$ cat config.mk
export PLATFORM = sky130hd
export DESIGN_NAME = ultrasonic_echo_ranging_top
export DESIGN_NICKNAME = d
export VERILOG_FILES = /design/src/hdl/uer_pkg.sv /design/src/hdl/ultrasonic_echo_ranging_top.sv
export SDC_FILE = /design/constraint.sdc
export NUM_CORES = 1
export LEC_CHECK = 0
export ABC_AREA = 1
export BUFFER_PORTS_ARGS = -buffer_cell sky130_fd_sc_hd__buf_2
export CELL_PAD_IN_SITES_DETAIL_PLACEMENT = 1
export CELL_PAD_IN_SITES_GLOBAL_PLACEMENT = 2
export CORE_MARGIN = 2
export CORE_UTILIZATION = 43
export CTS_BUF_LIST = sky130_fd_sc_hd__clkbuf_8
export CTS_CLUSTER_DIAMETER = 120
export CTS_CLUSTER_SIZE = 14
export DETAILED_ROUTE_END_ITERATION = 7
export HOLD_SLACK_MARGIN = 0.15
export PLACE_DENSITY_LB_ADDON = 0.1
export SLEW_MARGIN = 20
export SYNTH_ARGS = -nofsm -noshare
export SYNTH_HDL_FRONTEND = slang
export SYNTH_SLANG_ARGS = --single-unit
$ cat constraint.sdc
create_clock -name clk -period 16.13 [get_ports clk]
set_input_delay 3.226 -clock clk [delete_from_list [all_inputs] [get_ports clk]]
set_output_delay 3.226 -clock clk [all_outputs]
set_load 0.03 [all_outputs]
$ cat src/hdl/uer_pkg.sv
// Package for the ultrasonic echo ranging block: widths, constants,
// status codes and configuration register indexes.
// No dependencies.
package uer_pkg;

    localparam int TEMP_W   = 15;
    localparam int LIMIT_W  = 16;
    localparam int COUNT_W  = 17;
    localparam int DIST_W   = 11;
    localparam int STATUS_W = 2;
    localparam int CFG_IDX_W = 2;

    // arithmetic unit: one 25x26 multiplier; constant divides multiply by a
    // rounded-up reciprocal and keep the high bits
    localparam int MUL_A_W  = 25;
    localparam int MUL_B_W  = 26;
    localparam int ACC_W    = MUL_A_W + MUL_B_W;
    localparam int SPEED_W  = 16;

    // |T|*606/1000 = |T|*303/500, exact for |T| up to 2^14
    localparam int TEMP_SHIFT = 23;
    localparam int TEMP_Q_W   = 14;
    localparam logic [MUL_B_W-1:0] TEMP_RECIP = MUL_B_W'(5083497);

    // x/2000000 = (x >> 7)/15625, exact for (x >> 7) below 2^25
    localparam int DIST_PRE_SHIFT = 7;
    localparam int DIST_SHIFT     = 39;
    localparam logic [MUL_B_W-1:0] DIST_RECIP = MUL_B_W'(35184373);

    localparam logic [SPEED_W-1:0] SPEED_BASE = SPEED_W'(33130);
    localparam logic [SPEED_W-1:0] SPEED_MIN  = SPEED_W'(30000);

    localparam logic [LIMIT_W-1:0] START_LIMIT_RST  = LIMIT_W'(5000);
    localparam logic [LIMIT_W-1:0] LENGTH_LIMIT_RST = LIMIT_W'(20000);
    localparam logic [COUNT_W-1:0] LOW_TICKS  = COUNT_W'(2);
    localparam logic [COUNT_W-1:0] HIGH_TICKS = COUNT_W'(10);

    localparam logic [STATUS_W-1:0] ST_OK      = 2'd0;
    localparam logic [STATUS_W-1:0] ST_TIMEOUT = 2'd1;
    localparam logic [STATUS_W-1:0] ST_NOT_EN  = 2'd2;

    localparam logic [CFG_IDX_W-1:0] CFG_ENABLED      = 2'd0;
    localparam logic [CFG_IDX_W-1:0] CFG_START_LIMIT  = 2'd1;
    localparam logic [CFG_IDX_W-1:0] CFG_LENGTH_LIMIT = 2'd2;

endpackage

$ cat src/hdl/ultrasonic_echo_ranging_top.sv
// Ultrasonic echo ranging sequencer: trigger/echo phase tracking per tick,
// distance computed by one shared multiplier with reciprocal constants.
// Depends on uer_pkg.
//
//  channel  | handshake             | payload
//  ---------+-----------------------+-------------------------------------------
//  req      | req_valid / req_stall | command, echo_level, temperature_cdeg
//  rsp      | rsp_valid / rsp_stall | trigger_level, busy_res, done_res,
//           |                       | status, distance_cm
//  cfg      | cfg_valid / cfg_ready | cfg_index, cfg_data
//
// A tick or start beat loads its result straight into the output register.
// A beat that ends an echo pulse runs through the accept, a first pass of the
// shared multiplier (|T| by the 0.606 reciprocal), the speed clamp, two more
// passes (pulse by speed, the /2000000 reciprocal) and the result load.
// req_stall is high while that computation runs or while a result is stalled.
// Reset is asynchronous; limits return to 5000 / 20000 us, enabled to 0.
module ultrasonic_echo_ranging_top
    import uer_pkg::*;
(
    input  logic                      clk,
    input  logic                      rst_n,

    input  logic                      req_valid,
    output logic                      req_stall,
    input  logic                      command,
    input  logic                      echo_level,
    input  logic signed [TEMP_W-1:0]  temperature_cdeg,

    output logic                      rsp_valid,
    input  logic                      rsp_stall,
    output logic                      trigger_level,
    output logic                      busy_res,
    output logic                      done_res,
    output logic [STATUS_W-1:0]       status,
    output logic [DIST_W-1:0]         distance_cm,

    input  logic                      cfg_valid,
    output logic                      cfg_ready,
    input  logic [CFG_IDX_W-1:0]      cfg_index,
    input  logic [LIMIT_W-1:0]        cfg_data
);

    localparam logic [2:0] PH_IDLE      = 3'd0;
    localparam logic [2:0] PH_TRIG_LOW  = 3'd1;
    localparam logic [2:0] PH_TRIG_HIGH = 3'd2;
    localparam logic [2:0] PH_WAIT      = 3'd3;
    localparam logic [2:0] PH_MEASURE   = 3'd4;

    localparam logic [2:0] C_IDLE  = 3'd0;
    localparam logic [2:0] C_MUL_T = 3'd1;
    localparam logic [2:0] C_SPEED = 3'd2;
    localparam logic [2:0] C_MUL_D = 3'd3;
    localparam logic [2:0] C_DIV_D = 3'd4;
    localparam logic [2:0] C_DONE  = 3'd5;

    logic                     enabled_reg;
    logic [LIMIT_W-1:0]       start_limit_reg;
    logic [LIMIT_W-1:0]       length_limit_reg;

    logic [2:0]               phase_reg, phase_next;
    logic [COUNT_W-1:0]       count_reg, count_next;
    logic [TEMP_W-1:0]        temp_reg, temp_next;
    logic [COUNT_W-1:0]       pulse_reg, pulse_next;

    logic [2:0]               calc_reg;
    logic [ACC_W-1:0]         acc_reg;
    logic                     neg_reg;
    logic [SPEED_W-1:0]       speed_reg;

    logic                     rsp_valid_reg;
    logic                     trig_reg, busy_reg, done_reg;
    logic [STATUS_W-1:0]      status_reg;
    logic [DIST_W-1:0]        dist_reg;

    logic                     req_fire;
    logic                     out_free;
    logic [COUNT_W-1:0]       count_inc;
    logic                     o_trig, o_busy, o_done, start_calc;
    logic [STATUS_W-1:0]      o_status;

    // shared arithmetic
    logic [TEMP_W:0]          temp_ext;
    logic [TEMP_W:0]          temp_abs;
    logic [MUL_A_W-1:0]       mul_a;
    logic [MUL_B_W-1:0]       mul_b;
    logic [ACC_W-1:0]         mul_prod;
    logic [TEMP_Q_W-1:0]      temp_quot;
    logic [SPEED_W:0]         speed_raw;

    assign cfg_ready = 1'b1;
    assign out_free  = !rsp_valid_reg || !rsp_stall;
    assign req_stall = (calc_reg != C_IDLE) || (rsp_valid_reg && rsp_stall);
    assign req_fire  = req_valid && !req_stall;
    assign count_inc = count_reg + COUNT_W'(1);

    always_ff @(posedge clk or negedge rst_n)
    begin
        if (!rst_n)
        begin
            enabled_reg      <= 1'b0;
            start_limit_reg  <= START_LIMIT_RST;
            length_limit_reg <= LENGTH_LIMIT_RST;
        end
        else if (cfg_valid && cfg_ready)
        begin
            unique case (cfg_index)
                CFG_ENABLED:      enabled_reg      <= cfg_data[0];
                CFG_START_LIMIT:  start_limit_reg  <= cfg_data;
                CFG_LENGTH_LIMIT: length_limit_reg <= cfg_data;
                default: ;
            endcase
        end
    end

    // phase tracking for one accepted beat
    always_comb
    begin
        phase_next = phase_reg;
        count_next = count_reg;
        temp_next  = temp_reg;
        pulse_next = pulse_reg;
        o_trig     = 1'b0;
        o_busy     = 1'b0;
        o_done     = 1'b0;
        o_status   = ST_OK;
        start_calc = 1'b0;
        if (command)
        begin
            if (phase_reg != PH_IDLE)
            begin
                o_trig = (phase_reg == PH_TRIG_HIGH);
                o_busy = 1'b1;
            end
            else if (!enabled_reg)
            begin
                o_done   = 1'b1;
                o_status = ST_NOT_EN;
            end
            else
            begin
                temp_next  = temperature_cdeg;
                phase_next = PH_TRIG_LOW;
                count_next = '0;
                o_busy     = 1'b1;
            end
        end
        else
        begin
            unique case (phase_reg)
                PH_IDLE: ;
                PH_TRIG_LOW:
                begin
                    o_busy = 1'b1;
                    if (count_inc >= LOW_TICKS)
                    begin
                        phase_next = PH_TRIG_HIGH;
                        count_next = '0;
                        o_trig     = 1'b1;
                    end
                    else
                    begin
                        count_next = count_inc;
                    end
                end
                PH_TRIG_HIGH:
                begin
                    o_busy = 1'b1;
                    if (count_inc >= HIGH_TICKS)
                    begin
                        phase_next = PH_WAIT;
                        count_next = '0;
                    end
                    else
                    begin
                        count_next = count_inc;
                        o_trig     = 1'b1;
                    end
                end
                PH_WAIT:
                begin
                    if (echo_level)
                    begin
                        phase_next = PH_MEASURE;
                        count_next = '0;
                        o_busy     = 1'b1;
                    end
                    else if (count_inc > {1'b0, start_limit_reg})
                    begin
                        phase_next = PH_IDLE;
                        count_next = '0;
                        o_done     = 1'b1;
                        o_status   = ST_TIMEOUT;
                    end
                    else
                    begin
                        count_next = count_inc;
                        o_busy     = 1'b1;
                    end
                end
                PH_MEASURE:
                begin
                    if (!echo_level)
                    begin
                        phase_next = PH_IDLE;
                        count_next = '0;
                        pulse_next = count_inc;
                        start_calc = 1'b1;
                    end
                    else if (count_inc > {1'b0, length_limit_reg})
                    begin
                        phase_next = PH_IDLE;
                        count_next = '0;
                        o_done     = 1'b1;
                        o_status   = ST_TIMEOUT;
                    end
                    else
                    begin
                        count_next = count_inc;
                        o_busy     = 1'b1;
                    end
                end
                default:
                begin
                    phase_next = PH_IDLE;
                    count_next = '0;
                end
            endcase
        end
    end

    // operand select for the shared multiplier
    always_comb
    begin
        temp_ext = {temp_reg[TEMP_W-1], temp_reg};
        temp_abs = temp_reg[TEMP_W-1] ? (~temp_ext + (TEMP_W+1)'(1)) : temp_ext;
        if (calc_reg == C_MUL_T)
        begin
            mul_a = MUL_A_W'(temp_abs);
            mul_b = TEMP_RECIP;
        end
        else if (calc_reg == C_MUL_D)
        begin
            mul_a = MUL_A_W'(pulse_reg);
            mul_b = MUL_B_W'(speed_reg);
        end
        else
        begin
            // pulse*speed fits 32 bits; drop the 2^7 factor of 2000000 first
            mul_a = acc_reg[DIST_PRE_SHIFT +: MUL_A_W];
            mul_b = DIST_RECIP;
        end
        mul_prod  = mul_a * mul_b;
        // truncated |T|*606/1000, below 2^14
        temp_quot = acc_reg[TEMP_SHIFT +: TEMP_Q_W];
        if (neg_reg)
            speed_raw = {1'b0, SPEED_BASE} - (SPEED_W+1)'(temp_quot);
        else
            speed_raw = {1'b0, SPEED_BASE} + (SPEED_W+1)'(temp_quot);
    end

    always_ff @(posedge clk or negedge rst_n)
    begin
        if (!rst_n)
        begin
            phase_reg     <= PH_IDLE;
            count_reg     <= '0;
            temp_reg      <= '0;
            calc_reg      <= C_IDLE;
            rsp_valid_reg <= 1'b0;
        end
        else
        begin
            if (req_fire)
            begin
                phase_reg <= phase_next;
                count_reg <= count_next;
                temp_reg  <= temp_next;
                if (start_calc)
                    calc_reg <= C_MUL_T;
            end
            unique case (calc_reg)
                C_IDLE:  ;
                C_MUL_T: calc_reg <= C_SPEED;
                C_SPEED: calc_reg <= C_MUL_D;
                C_MUL_D: calc_reg <= C_DIV_D;
                C_DIV_D: calc_reg <= C_DONE;
                C_DONE:
                begin
                    if (out_free)
                        calc_reg <= C_IDLE;
                end
                default: calc_reg <= C_IDLE;
            endcase
            if ((req_fire && !start_calc) || (calc_reg == C_DONE && out_free))
                rsp_valid_reg <= 1'b1;
            else if (!rsp_stall)
                rsp_valid_reg <= 1'b0;
        end
    end

    // datapath and output payload
    always_ff @(posedge clk)
    begin
        if (req_fire && start_calc)
            pulse_reg <= pulse_next;
        if (req_fire && !start_calc)
        begin
            trig_reg   <= o_trig;
            busy_reg   <= o_busy;
            done_reg   <= o_done;
            status_reg <= o_status;
            dist_reg   <= '0;
        end
        unique case (calc_reg)
            C_MUL_T:
            begin
                acc_reg <= mul_prod;
                neg_reg <= temp_reg[TEMP_W-1];
            end
            C_SPEED:
            begin
                if (speed_raw < {1'b0, SPEED_MIN})
                    speed_reg <= SPEED_MIN;
                else
                    speed_reg <= speed_raw[SPEED_W-1:0];
            end
            C_MUL_D, C_DIV_D:
            begin
                acc_reg <= mul_prod;
            end
            C_DONE:
            begin
                if (out_free)
                begin
                    trig_reg   <= 1'b0;
                    busy_reg   <= 1'b0;
                    done_reg   <= 1'b1;
                    status_reg <= ST_OK;
                    dist_reg   <= acc_reg[DIST_SHIFT +: DIST_W];
                end
            end
            default: ;
        endcase
    end

    assign rsp_valid     = rsp_valid_reg;
    assign trigger_level = trig_reg;
    assign busy_res      = busy_reg;
    assign done_res      = done_reg;
    assign status        = status_reg;
    assign distance_cm   = dist_reg;

    // no result is pending while the distance is being computed
    a_calc_out_empty: assert property (@(posedge clk) disable iff (!rst_n)
        (calc_reg != C_IDLE && calc_reg != C_DONE) |-> !rsp_valid_reg)
        else $error("result pending during distance computation");

    // a finished computation always leaves a result behind
    a_calc_result: assert property (@(posedge clk) disable iff (!rst_n)
        (calc_reg == C_DONE && out_free) |=> (rsp_valid_reg && done_reg))
        else $error("distance result lost");

    // a non-final result carries neither status nor distance
    a_open_clean: assert property (@(posedge clk) disable iff (!rst_n)
        (rsp_valid_reg && !done_reg) |-> (status_reg == ST_OK && dist_reg == '0))
        else $error("status or distance on a non-final result");

    // a final result is never busy and a distance comes only with ok
    a_done_idle: assert property (@(posedge clk) disable iff (!rst_n)
        (rsp_valid_reg && done_reg) |->
            (!busy_reg && !trig_reg && (dist_reg == '0 || status_reg == ST_OK)))
        else $error("inconsistent final result");

    // no measurement is in flight while the distance is computed
    a_calc_phase_idle: assert property (@(posedge clk) disable iff (!rst_n)
        (calc_reg != C_IDLE) |-> (phase_reg == PH_IDLE))
        else $error("phase advanced during distance computation");

endmodule
==> implementation parameters, run 1 <==
Parameter                              Value

Synth
  Proportion of synthesized chip area in sequential cells    16.18%
  Dominant register cell in the synthesized netlist    sky130_fd_sc_hd__edfxtp_1
  Post-synthesis cell type with the largest combined area    sky130_fd_sc_hd__fa_1
  Number of warning messages in the yosys log    0
  Cell with the most instances after synthesis    sky130_fd_sc_hd__inv_1
  Post-synth top area share    33.15%
  Count of cell types in the netlist    61
  Netlist area before placement    27120 um^2
  Share of flip-flops with an asynchronous set or reset    44.17%
  Gate Count Post-Synth    3316
  Count of flip-flops with a built-in enable after synthesis    75
  Post-Synthesis Mean Instance Area    8.177 um^2
  Ranking of synthesized cells by area    sky130_fd_sc_hd__fa_1 33%, sky130_fd_sc_hd__inv_1 12%, sky130_fd_sc_hd__ha_1 12%, sky130_fd_sc_hd__edfxtp_1 8.3%, sky130_fd_sc_hd__nand2_1 7.8%
  Synth Register Bits    163
  Top cells by instance count after synthesis    901 x sky130_fd_sc_hd__inv_1, 565 x sky130_fd_sc_hd__nand2_1, 449 x sky130_fd_sc_hd__fa_1

GRT
  Via count of the first global-routing pass    24255
  Antenna violations before repair    0
  Overall global routing resource usage    30.10%
  Maximum number of pins on one net before global-route repair    73
  Global-route congestion overflow total    0
  Wire length of the first global-routing pass    144.3 mm

Clock network
  Post-CTS repair timing setup buffer count    0
  Root Driver    sky130_fd_sc_hd__clkbuf_8
  Clock latency reported for the late side of the worst-skew pair    0.50 ns
  Clock tree from TritonCTS    done
  Clock buffer count from CTS    17
  Number of hold-repair buffers added at the cts stage    0
  Clock transition at the register clock pins on the worst setup and hold paths after CTS    0.09 ns
  Clock tree buffer depth    2
  Total number of H-tree levels    4
  Number of resized instances in the post-cts repair step    0
  Number of clock sinks    163

Route
  Antenna viol nets, final    0
  Total vias in the final route    21797
  WL per Instance    21.88 um
  DRC violation count after routing    0
  First-iteration detailed-routing DRC count    1300
  Total detailed-routing wirelength    93.72 mm
  Number of optimization iterations in the first detailed-route pass    5
  Number of vias per cell    5.089

Floorplan
  Core area    62740 um^2
  Effective utilization at floorplan    43.22%
  Rows    92
  Die height    255.1 um
  Chip Width    255.1 um
  Number of placed I/O pins    59
  Die area    65090 um^2

STA
  Fin worst setup slack    6.185 ns
  Min Hold Slack    0.4634 ns
  Highest Clock Rate    100.5 MHz
  Setup TNS    0 ns
  Total of endpoints with negative setup slack in the final report    0
  Minimum clock period after layout    9.945 ns
  RSZ-0062 raised after global routing    no
  Slew at the pin closest to its max-slew limit    1.158 ns
  Worst-case clock skew    0.01770 ns
  Pins over their slew limit    0
  Normalized max-slew margin    22.24%
  Count of endpoints failing hold in the final timing report    0
  Fin crit share    61.66%

Worst setup path
  Cell with the largest stage delay on the worst path    sky130_fd_sc_hd__nor3_1
  Nature of the critical path endpoint    register
  Crit path required time    16.39 ns
  Worst Setup Start Kind    register
  Arrival time reported for the critical path endpoint    10.21 ns
  Delay of the slowest cell on the worst path    1.04 ns
  WS Path Type    reg -> reg
  Biggest fanout along the worst timing path    17

Status
  Outcome    complete, no violations

Job
  Maximum capacitance violations    0

Hold path
  Worst min path class    reg -> reg

Placed design
  Final estimated routing congestion in global placement    0.9408
  Detailed Place HPWL    81.27 mm
  Total of buffers placed on input and output ports    57
  Post-placement worst setup slack    6.424 ns
  Placement Cell Area    28670 um^2

Final layout
  Antenna Diode Count    0
  Final non-filler cell area    29100 um^2
  Final #Nets    4174
  Proportion of layout cells with a drive suffix above 1    5.324%
  Largest register FFs    41
  Synth-to-layout area growth    7.323%
-- worst max-delay path, delay by kind of cell, from the launching register on --
family / cells / cell delay, ns
AOI/OAI and AO/OA: 5 / 1.48
and+or+nand+nor: 9 / 2.85
adders and majority gates: 8 / 4.08
buffers and inverters: 7 / 0.90
DFF: 1 / 0.38
-- cell usage in the layout, fill, tap and decap left out, drive strengths merged, types with 2 or more instances in the layout --
master	n
nand3	67
o211ai	6
a211oi	4
clkinv	21
nand3b	6
a2111oi	2
ha	261
a31oi	12
inv	914
dfxtp	16
a21boi	3
nand4	30
nor3	34
bufinv	3
o21a	10
o31ai	3
nor4	8
dfrtp	62
conb	63
o21ai	126
o22ai	4
clkbuf	19
dfstp	10
a21o	3
a21oi	106
or2	2
xor2	46
fa	449
buf	86
nand2	576
nor2	383
xnor2	17
o21bai	5
edfxtp	75
-- layout make-up --
cell class                      instances  area, um^2
Inverter                              925        3475
Multi-Input combinational cell       2231       19260
Clock buffer                           19       261.5
Clock inverter                         13       157.7
Fill cell                            7731       33630
Sequential cell                       163        4387
Timing Repair Buffer                   86       505.5
Tap cell                              846        1059
-- final timing paths --
check                                      startpoint  slack, ns  cells after the start                        to
worst max-delay path            calc_reg[2]$_DFF_PN0_       6.18                     29     acc_reg[46]$_DFFE_PP_
worst min-delay path            acc_reg[46]$_DFFE_PP_       0.46                      2    distance_cm[7]$_DFF_P_
worst max register to register  calc_reg[2]$_DFF_PN0_       6.18                     29     acc_reg[46]$_DFFE_PP_
worst min register to register  acc_reg[46]$_DFFE_PP_       0.46                      2    distance_cm[7]$_DFF_P_
max in group asynchronous                       rst_n      12.57                      1     rsp_valid$_DFFE_PN0P_
min in group asynchronous                       rst_n       2.89                      1  count_reg[8]$_DFFE_PN0P_
-- cell families after synthesis --
group                      share of synthesized area, %
AOI/OAI and AO/OA                                 5.989
xor gates and xnor gates                          2.035
adders and majority gates                         45.19
buffers and inverters                             13.74
DFF                                               16.18
muxes                                           0.03692
other                                           0.02770
and+or+nand+nor                                   16.80
-- layer usage --
metal | vias up | wire (um) | global-route usage [%]
met1 | 11197 | 41370 | 39.74
met3 | 137 | 3750 | 3.712
met5 | - | 0 | 0
met2 | 449 | 45410 | 51.44
li1 | 10014 | - | -
met4 | 0 | 3184 | 9.758
-- stage by stage --
step,std cells,utilization [%]
3_5_place_dp,4251,45.70
2_1_floorplan,3377,-
6_report,4283,46.39
4_1_cts,4283,46.37
5_1_grt,4283,46.39
3_3_place_gp,4251,45.70
Power of run 1 is left out: the tool's default activity adds up to more than one toggle a clock period on the data nets, which glitch-free logic cannot reach.
==> run 2, diff against run 1 <==
--- a/config.mk
+++ b/config.mk
@@ -10,7 +10,7 @@
 export CELL_PAD_IN_SITES_DETAIL_PLACEMENT = 1
 export CELL_PAD_IN_SITES_GLOBAL_PLACEMENT = 2
 export CORE_MARGIN = 2
-export CORE_UTILIZATION = 43
+export CORE_UTILIZATION = 37
 export CTS_BUF_LIST = sky130_fd_sc_hd__clkbuf_8
 export CTS_CLUSTER_DIAMETER = 120
 export CTS_CLUSTER_SIZE = 14
==> constraint.sdc (replaced) <==
create_clock -name clk -period 9.1 [get_ports clk]
set_input_delay 1.82 -clock clk [delete_from_list [all_inputs] [get_ports clk]]
set_output_delay 1.82 -clock clk [all_outputs]
set_load 0.03 [all_outputs]
==> run 2 against run 1 <==
Register-to-register slack worse by 5.6 ns. Worst hold slack better by 0.0086 ns. Die area is 16% higher. First-iteration DRC count is 14% lower. Wire length is 1.2% higher. Clock skew is 0.0045 ns lower. Design area is 1.4% higher. Count of clock-buffer cells in the layout is 2 lower. Critical path depth is 8 higher. Critical path type unchanged.
==> implementation parameters, run 2 (synthesis results as in run 1) <==
Parameter                              Value

Floorplan
  Core area    72710 um^2 (was 62740 um^2)
  Chip Width    274.7 um (was 255.1 um)
  Die height    274.7 um (was 255.1 um)
  Rows    99 (was 92)
  Die area    75470 um^2 (was 65090 um^2)
  Number of placed I/O pins    59 (unchanged)
  Effective utilization at floorplan    37.29% (was 43.22%)

Worst setup path
  Worst Setup Start Kind    register (unchanged)
  Biggest fanout along the worst timing path    9 (was 17)
  Cell with the largest stage delay on the worst path    sky130_fd_sc_hd__fa_1 (was sky130_fd_sc_hd__nor3_1)
  Arrival time reported for the critical path endpoint    8.80 ns (was 10.21 ns)
  Worst reg2reg path depth    37 (was 29)
  Delay of the slowest cell on the worst path    0.62 ns (was 1.04 ns)
  Largest delay contributor family on the critical path    adder cells (unchanged)
  WS Path Type    reg -> reg (unchanged)
  Nature of the critical path endpoint    register (unchanged)
  Crit path required time    9.35 ns (was 16.39 ns)
  Crit. path cell count    37 (was 29)
  CP most frequent cell    sky130_fd_sc_hd__nand2_1
  Sum of buffers and inverters on the critical path    7 (unchanged)

STA
  Worst-case clock skew    0.01320 ns (was 0.01770 ns)
  Minimum clock period after layout    8.548 ns (was 9.945 ns)
  Pins over their slew limit    0 (unchanged)
  Fin crit share    93.93% (was 61.66%)
  Normalized max-slew margin    30.84% (was 22.24%)
  RSZ-0062 raised after global routing    no (unchanged)
  Count of endpoints failing hold in the final timing report    0 (unchanged)
  Highest Clock Rate    117.0 MHz (was 100.5 MHz)
  Total of endpoints with negative setup slack in the final report    0 (unchanged)
  Slew at the pin closest to its max-slew limit    1.036 ns (was 1.158 ns)
  Fin worst setup slack    0.5524 ns (was 6.185 ns)
  Setup TNS    0 ns (unchanged)

Placed design
  Final estimated routing congestion in global placement    0.9265 (was 0.9408)
  Placement Cell Area    29070 um^2 (was 28670 um^2)
  Dpl cells    4398 (was 4251)
  Total of buffers placed on input and output ports    57 (unchanged)
  Detailed Place HPWL    83.02 mm (was 81.27 mm)
  Post-placement worst setup slack    0.1351 ns (was 6.424 ns)

Clock network
  Root Driver    sky130_fd_sc_hd__clkbuf_8 (unchanged)
  Clock tree from TritonCTS    done (unchanged)
  Clock tree buffer depth    2 (unchanged)
  Clock latency reported for the late side of the worst-skew pair    0.49 ns (was 0.50 ns)
  Clock transition at the register clock pins on the worst setup and hold paths after CTS    0.09 ns (about the same)
  Total number of H-tree levels    4 (unchanged)
  Clock buffer count from CTS    17 (unchanged)
  Number of clock sinks    163 (unchanged)

GRT
  Global-route congestion overflow total    0 (unchanged)
  Wire length of the first global-routing pass    148.3 mm (was 144.3 mm)
  Maximum number of pins on one net before global-route repair    73 (unchanged)
  Antenna violations before repair    0 (unchanged)
  Overall global routing resource usage    26.34% (was 30.10%)
  Via count of the first global-routing pass    24382 (was 24255)

Route
  First-iteration detailed-routing DRC count    1124 (was 1300)
  Total detailed-routing wirelength    94.87 mm (was 93.72 mm)
  DRC violation count after routing    0 (unchanged)
  WL per Instance    21.40 um (was 21.88 um)
  Antenna viol nets, final    0 (unchanged)
  Total vias in the final route    21572 (was 21797)
  Number of optimization iterations in the first detailed-route pass    5 (unchanged)
  Number of vias per cell    4.867 (was 5.089)

Final layout
  Final non-filler cell area    29500 um^2 (was 29100 um^2)
  Final cell count without fillers    4432 (was 4283)
  Proportion of layout cells with a drive suffix above 1    6.509% (was 5.324%)
  Leading cell type in the layout, fill and taps excluded    sky130_fd_sc_hd__inv_1 (unchanged)
  Largest register FFs    41 (unchanged)
  Area of the multi-input gates    19310 um^2 (was 19260 um^2)
  Final #Nets    4209 (was 4174)
  Commonest non-fill, non-tap cells in the layout    901 x sky130_fd_sc_hd__inv_1, 564 x sky130_fd_sc_hd__nand2_1, 449 x sky130_fd_sc_hd__fa_1, 370 x sky130_fd_sc_hd__nor2_1, 261 x sky130_fd_sc_hd__ha_1 (was 902 x sky130_fd_sc_hd__inv_1, 564 x sky130_fd_sc_hd__nand2_1, 449 x sky130_fd_sc_hd__fa_1, 372 x sky130_fd_sc_hd__nor2_1, 261 x sky130_fd_sc_hd__ha_1)
  Filler cell count    8847 (was 7731)
  Sequential Area    4387 um^2 (unchanged)
  Synth-to-layout area growth    8.804% (was 7.323%)

Job
  Maximum capacitance violations    0 (unchanged)

Status
  Outcome    complete, no violations (unchanged)

Hold path
  Worst min path class    reg -> reg (unchanged)
  Depth of the worst hold-timing path    2 (unchanged)
==> run 2: cell count changes in the layout (fill, tap and decap cells not counted), sizes merged <==
cell / previous run / this run
inv: 914 / 921
bufinv: 3 / 1
buf: 86 / 121
clkbuf: 19 / 17
clkinv: 21 / 18
diode: 0 / 1
==> run 2: final timing paths <==
| kind | start | endpoint | slack (ns) |
|---|---|---|---|
| worst max-delay path | temp_reg[0]$_DFFE_PN0P_ | acc_reg[48]$_DFFE_PP_ | 0.55 |
| worst min-delay path | distance_cm[3]$_DFF_P_ | distance_cm[3]$_DFF_P_ | 0.47 |
| worst max register to register | temp_reg[0]$_DFFE_PN0P_ | acc_reg[48]$_DFFE_PP_ | 0.55 |
| worst min register to register | distance_cm[3]$_DFF_P_ | distance_cm[3]$_DFF_P_ | 0.47 |
| max in group asynchronous | rst_n | temp_reg[13]$_DFFE_PN0P_ | 6.97 |
| min in group asynchronous | rst_n | start_limit_reg[14]$_DFFE_PN0P_ | 1.50 |
==> run 2: metrics by stage <==
step                util, %  hold slack [ns]
floorplan                 -           0.4193
global placement      39.98           0.4534
detailed placement    39.98           0.4421
CTS                   40.48           0.4712
global route          40.57           0.4877
finish                40.58           0.4721
==> run 2: final cells by class <==
class / count / area share, %
well taps: 959 / 4.067
clock buffers: 17 / 0.7930
flip-flops and latches: 163 / 14.87
repair buffers: 121 / 2.604
inverters: 925 / 11.79
multi-input cells: 2231 / 65.45
clock inverters: 15 / 0.4283
diodes: 1 / 0.008482
==> run 2: what timing repair did <==
| item | CTS | global route |
|---|---|---|
| buffers inserted | 0 | 1 |
| setup endpoints to repair | 0 | 16 |
| gates resized for setup | 0 | 13 |
| hold buffers | 0 | 0 |
| endpoints found under the hold margin | 0 | 0 |
==> run 2: worst reg2reg max path, delay by kind of cell, from the launching register on <==
| family | cells | cell delay [ns] |
|---|---|---|
| fa+ha+maj | 8 | 4.01 |
| buf+inv | 7 | 0.83 |
| xor+xnor | 1 | 0.25 |
| flops | 1 | 0.38 |
| simple gates | 17 | 2.14 |
| compound gates | 4 | 0.72 |
==> run 2: per-layer routing <==
metal | up-vias | share of wire (%) | wire length, um | track usage, %
met5 | - | 0 | 0 | 0
met4 | 0 | 2.3 | 2156 | 6.078
met3 | 93 | 2.7 | 2524 | 2.138
met2 | 325 | 49 | 46590 | 45.45
met1 | 11055 | 46 | 43600 | 35.98
li1 | 10099 | - | - | -
Power of run 2 is left out for the same reason.
==> run 3, diff against run 2 <==
--- a/config.mk
+++ b/config.mk
@@ -5,12 +5,11 @@
 export SDC_FILE = /design/constraint.sdc
 export NUM_CORES = 1
 export LEC_CHECK = 0
-export ABC_AREA = 1
 export BUFFER_PORTS_ARGS = -buffer_cell sky130_fd_sc_hd__buf_2
 export CELL_PAD_IN_SITES_DETAIL_PLACEMENT = 1
 export CELL_PAD_IN_SITES_GLOBAL_PLACEMENT = 2
 export CORE_MARGIN = 2
-export CORE_UTILIZATION = 37
+export CORE_UTILIZATION = 39
 export CTS_BUF_LIST = sky130_fd_sc_hd__clkbuf_8
 export CTS_CLUSTER_DIAMETER = 120
 export CTS_CLUSTER_SIZE = 14
==> run 3 against run 2 <==
Count of clock-buffer cells in the layout is 2 higher. First-iteration DRC count is 6.5% lower. Sequential share of layout area is 0.24 points higher. Global-route usage is 0.16 points higher. Highest routed layer is now met5. Worst setup slack worse by 0.33 ns.
==> implementation parameters, run 3 <==
Parameter                              Value

Synth
  XOR/XNOR share of the synthesized area    2.504% (was 2.035%)
  Fraction of the mapped netlist area in compound gates    7.628% (was 5.989%)
  Ranking of synthesized cells by area    sky130_fd_sc_hd__fa_1 34%, sky130_fd_sc_hd__ha_1 12%, sky130_fd_sc_hd__inv_1 10%, sky130_fd_sc_hd__edfxtp_1 8.6%, sky130_fd_sc_hd__dfrtp_1 5.9% (was sky130_fd_sc_hd__fa_1 33%, sky130_fd_sc_hd__inv_1 12%, sky130_fd_sc_hd__ha_1 12%, sky130_fd_sc_hd__edfxtp_1 8.3%, sky130_fd_sc_hd__nand2_1 7.8%)
  Post-synthesis cell type with the largest combined area    sky130_fd_sc_hd__fa_1 (unchanged)
  Post-Synthesis Mean Instance Area    9.223 um^2 (was 8.177 um^2)
  Top cells by instance count after synthesis    725 x sky130_fd_sc_hd__inv_1, 449 x sky130_fd_sc_hd__fa_1, 266 x sky130_fd_sc_hd__nand2_1 (was 901 x sky130_fd_sc_hd__inv_1, 565 x sky130_fd_sc_hd__nand2_1, 449 x sky130_fd_sc_hd__fa_1)
  Count of cell types in the netlist    81 (was 61)
  Dominant register cell in the synthesized netlist    sky130_fd_sc_hd__edfxtp_1 (unchanged)
  Post-synth top area share    34.27% (was 33.15%)
  Proportion of synthesized chip area in sequential cells    16.72% (was 16.18%)
  Combinational family with the most area after synthesis    adder cells (unchanged)
  Cell with the most instances after synthesis    sky130_fd_sc_hd__inv_1 (unchanged)
  Synthesized-area fraction occupied by adder cells    46.72% (was 45.19%)
  Netlist area before placement    26230 um^2 (was 27120 um^2)
  Number of warning messages in the yosys log    0 (unchanged)
  Synth Register Bits    163 (unchanged)
  Gate Count Post-Synth    2844 (was 3316)
  Count of flip-flops with a built-in enable after synthesis    75 (unchanged)
  Basic-gate share of the synthesized area counting and, or, nand and nor cells    12.45% (was 16.80%)
  Post-synthesis mux area share    2.252% (was 0.03691%)
  Share of flip-flops with an asynchronous set or reset    44.17% (unchanged)

GRT
  Maximum number of pins on one net before global-route repair    73 (unchanged)
  Wire length of the first global-routing pass    137.2 mm (was 148.3 mm)
  Overall global routing resource usage    26.50% (was 26.34%)
  Antenna violations before repair    3 (was 0)
  Global-route congestion overflow total    0 (unchanged)
  Via count of the first global-routing pass    22922 (was 24382)

Worst setup path
  Reg2Reg Setup Slack    0.22 ns (was 0.55 ns)
  Worst reg2reg path depth    26 (was 37)
  Worst r2r src    calc_reg[2]$_DFF_PN0_ (was temp_reg[0]$_DFFE_PN0P_)
  Arrival time reported for the critical path endpoint    9.16 ns (was 8.80 ns)
  Worst Setup Start Kind    register (unchanged)
  Cell with the largest stage delay on the worst path    sky130_fd_sc_hd__nor2_1 (was sky130_fd_sc_hd__fa_1)
  Biggest fanout along the worst timing path    20 (was 9)
  Crit path from    calc_reg[2]$_DFF_PN0_ (was temp_reg[0]$_DFFE_PN0P_)
  Nature of the critical path endpoint    register (unchanged)
  Crit. path cell count    26 (was 37)
  R2r endpoint    acc_reg[41]$_DFFE_PP_ (was acc_reg[48]$_DFFE_PP_)
  Crit path required time    9.39 ns (was 9.35 ns)
  Largest delay contributor family on the critical path    adder cells (unchanged)
  Sum of buffers and inverters on the critical path    7 (unchanged)
  Critical path destination    acc_reg[41]$_DFFE_PP_ (was acc_reg[48]$_DFFE_PP_)
  WS Path Type    reg -> reg (unchanged)
  CP most frequent cell    sky130_fd_sc_hd__fa_1 (was sky130_fd_sc_hd__nand2_1)
  Delay of the slowest cell on the worst path    0.67 ns (was 0.62 ns)

Clock network
  Root Driver    sky130_fd_sc_hd__clkbuf_8 (unchanged)
  Clock tree buffer depth    2 (unchanged)
  Total number of H-tree levels    4 (unchanged)
  Number of hold-repair buffers added at the cts stage    0 (unchanged)
  Clock latency reported for the late side of the worst-skew pair    0.54 ns (was 0.49 ns)
  Number of clock sinks    163 (unchanged)
  Clock tree from TritonCTS    done (unchanged)
  Clock buffer count from CTS    17 (unchanged)
  Clock transition at the register clock pins on the worst setup and hold paths after CTS    0.10 ns (was 0.09 ns)

Final layout
  Synth-to-layout area growth    10.74% (was 8.804%)
  Proportion of layout cells with a drive suffix above 1    10.66% (was 6.509%)
  Leading cell type in the layout, fill and taps excluded    sky130_fd_sc_hd__inv_1 (unchanged)
  Largest register FFs    41 (unchanged)
  Antenna Diode Count    0 (was 1)
  Final cell count without fillers    3904 (was 4432)
  Final #Nets    3768 (was 4209)
  Commonest non-fill, non-tap cells in the layout    725 x sky130_fd_sc_hd__inv_1, 448 x sky130_fd_sc_hd__fa_1, 265 x sky130_fd_sc_hd__nand2_1, 259 x sky130_fd_sc_hd__ha_1, 211 x sky130_fd_sc_hd__nor2_1 (was 901 x sky130_fd_sc_hd__inv_1, 564 x sky130_fd_sc_hd__nand2_1, 449 x sky130_fd_sc_hd__fa_1, 370 x sky130_fd_sc_hd__nor2_1, 261 x sky130_fd_sc_hd__ha_1)

Hold path
  Worst min path class    reg -> reg (unchanged)

Route
  Number of vias per cell    5.142 (was 4.867)
  WL per Instance    22.61 um (was 21.40 um)
  DRC violation count after routing    0 (unchanged)
  Total vias in the final route    20073 (was 21572)
  Total detailed-routing wirelength    88.29 mm (was 94.87 mm)
  First-iteration detailed-routing DRC count    1051 (was 1124)
  Number of optimization iterations in the first detailed-route pass    5 (unchanged)
  Antenna viol nets, final    0 (unchanged)

STA
  Minimum clock period after layout    8.879 ns (was 8.548 ns)
  Highest Clock Rate    112.6 MHz (was 117.0 MHz)
  Fin crit share    97.58% (was 93.93%)
  Worst-case clock skew    0.01524 ns (was 0.01320 ns)
  Pins over their slew limit    0 (unchanged)
  Setup TNS    0 ns (unchanged)
  Total of endpoints with negative setup slack in the final report    0 (unchanged)
  Normalized max-slew margin    26.36% (was 30.84%)
  Slew at the pin closest to its max-slew limit    1.093 ns (was 1.036 ns)
  Count of endpoints failing hold in the final timing report    0 (unchanged)

Floorplan
  Effective utilization at floorplan    39.19% (was 37.29%)
  Chip Width    263.3 um (was 274.7 um)
  Core area    66920 um^2 (was 72710 um^2)
  Rows    95 (was 99)
  Die area    69340 um^2 (was 75470 um^2)
  Die height    263.3 um (was 274.7 um)
  Number of placed I/O pins    59 (unchanged)

Placed design
  Dpl cells    3869 (was 4398)
  Total of buffers placed on input and output ports    57 (unchanged)
  Detailed Place HPWL    76.11 mm (was 83.02 mm)
  Final estimated routing congestion in global placement    0.9830 (was 0.9265)

Job
  Maximum capacitance violations    0 (unchanged)

Status
  Outcome    complete, no violations (unchanged)
==> run 3: routing by layer <==
layer,GRT usage (%),vias up,wire length (um)
li1,-,9085,-
met1,34.79,10468,38940
met2,45.47,397,42990
met3,3.031,119,3193
met4,9.019,4,3138
met5,0,-,27
==> run 3: worst min-delay path by stage <==
stage | slack (ns) | startpoint | depth (start not counted) | endpoint
after floorplan | 0.42 | acc_reg[39]$_DFFE_PP_ | 2 | distance_cm[0]$_DFF_P_
after global placement | 0.45 | acc_reg[46]$_DFFE_PP_ | 2 | distance_cm[7]$_DFF_P_
after detailed placement | 0.45 | status[1]$_DFF_P_ | 2 | status[1]$_DFF_P_
after CTS | 0.47 | status[1]$_DFF_P_ | 2 | status[1]$_DFF_P_
after global routing | 0.48 | acc_reg[48]$_DFFE_PP_ | 2 | distance_cm[9]$_DFF_P_
final | 0.47 | acc_reg[40]$_DFFE_PP_ | 2 | distance_cm[1]$_DFF_P_
==> run 3: tightest hold or removal path: cells and delay by family (launching register included) <==
family           cells  cell delay, ns
AO/OA/AOI/OAI        1            0.05
AND/OR/NAND/NOR      1            0.05
flip-flops           1            0.34
==> run 3: repair_timing <==
action / 4_1_cts / 5_1_grt
gates resized for setup: 3 / 38
pin swaps: 0 / 4
hold endpoints to repair: 0 / 0
setup endpoints to repair: 4 / 19
setup buffers: 0 / 3
==> run 3: cell families (layout without fill, tap and decap cells) <==
group / count (synthesis) / count (layout)
other cells: 2 / 63
mux: 53 / 53
xor+xnor: 75 / 75
simple gates: 717 / 717
compound gates: 311 / 311
fa+ha+maj: 710 / 710
flops: 163 / 163
buf+inv: 813 / 939
==> run 3: layout make-up <==
type	instances	area [um^2]
multi-input combinational	1929	19200
clock inverter	13	140.1
sequential	163	4389
inverter	728	2733
clock buffer	19	261.5
timing repair buffer	179	1229
fill	7750	37880
tap	873	1092
==> run 3: through the flow <==
step | hold WS, ns | util (%) | area, um^2 | worst slack, ns
finish | 0.4681 | 43.40 | 29050 | 0.2205
detailed placement | 0.4451 | 42.53 | 28460 | -0.1753
global route | 0.4811 | 43.40 | 29050 | -0.03664
floorplan | 0.4178 | - | 26460 | 0.7949
global placement | 0.4457 | 42.52 | 28460 | -0.03357
CTS | 0.4700 | 43.15 | 28880 | 0.01921
Power of run 3 is left out for the same reason.
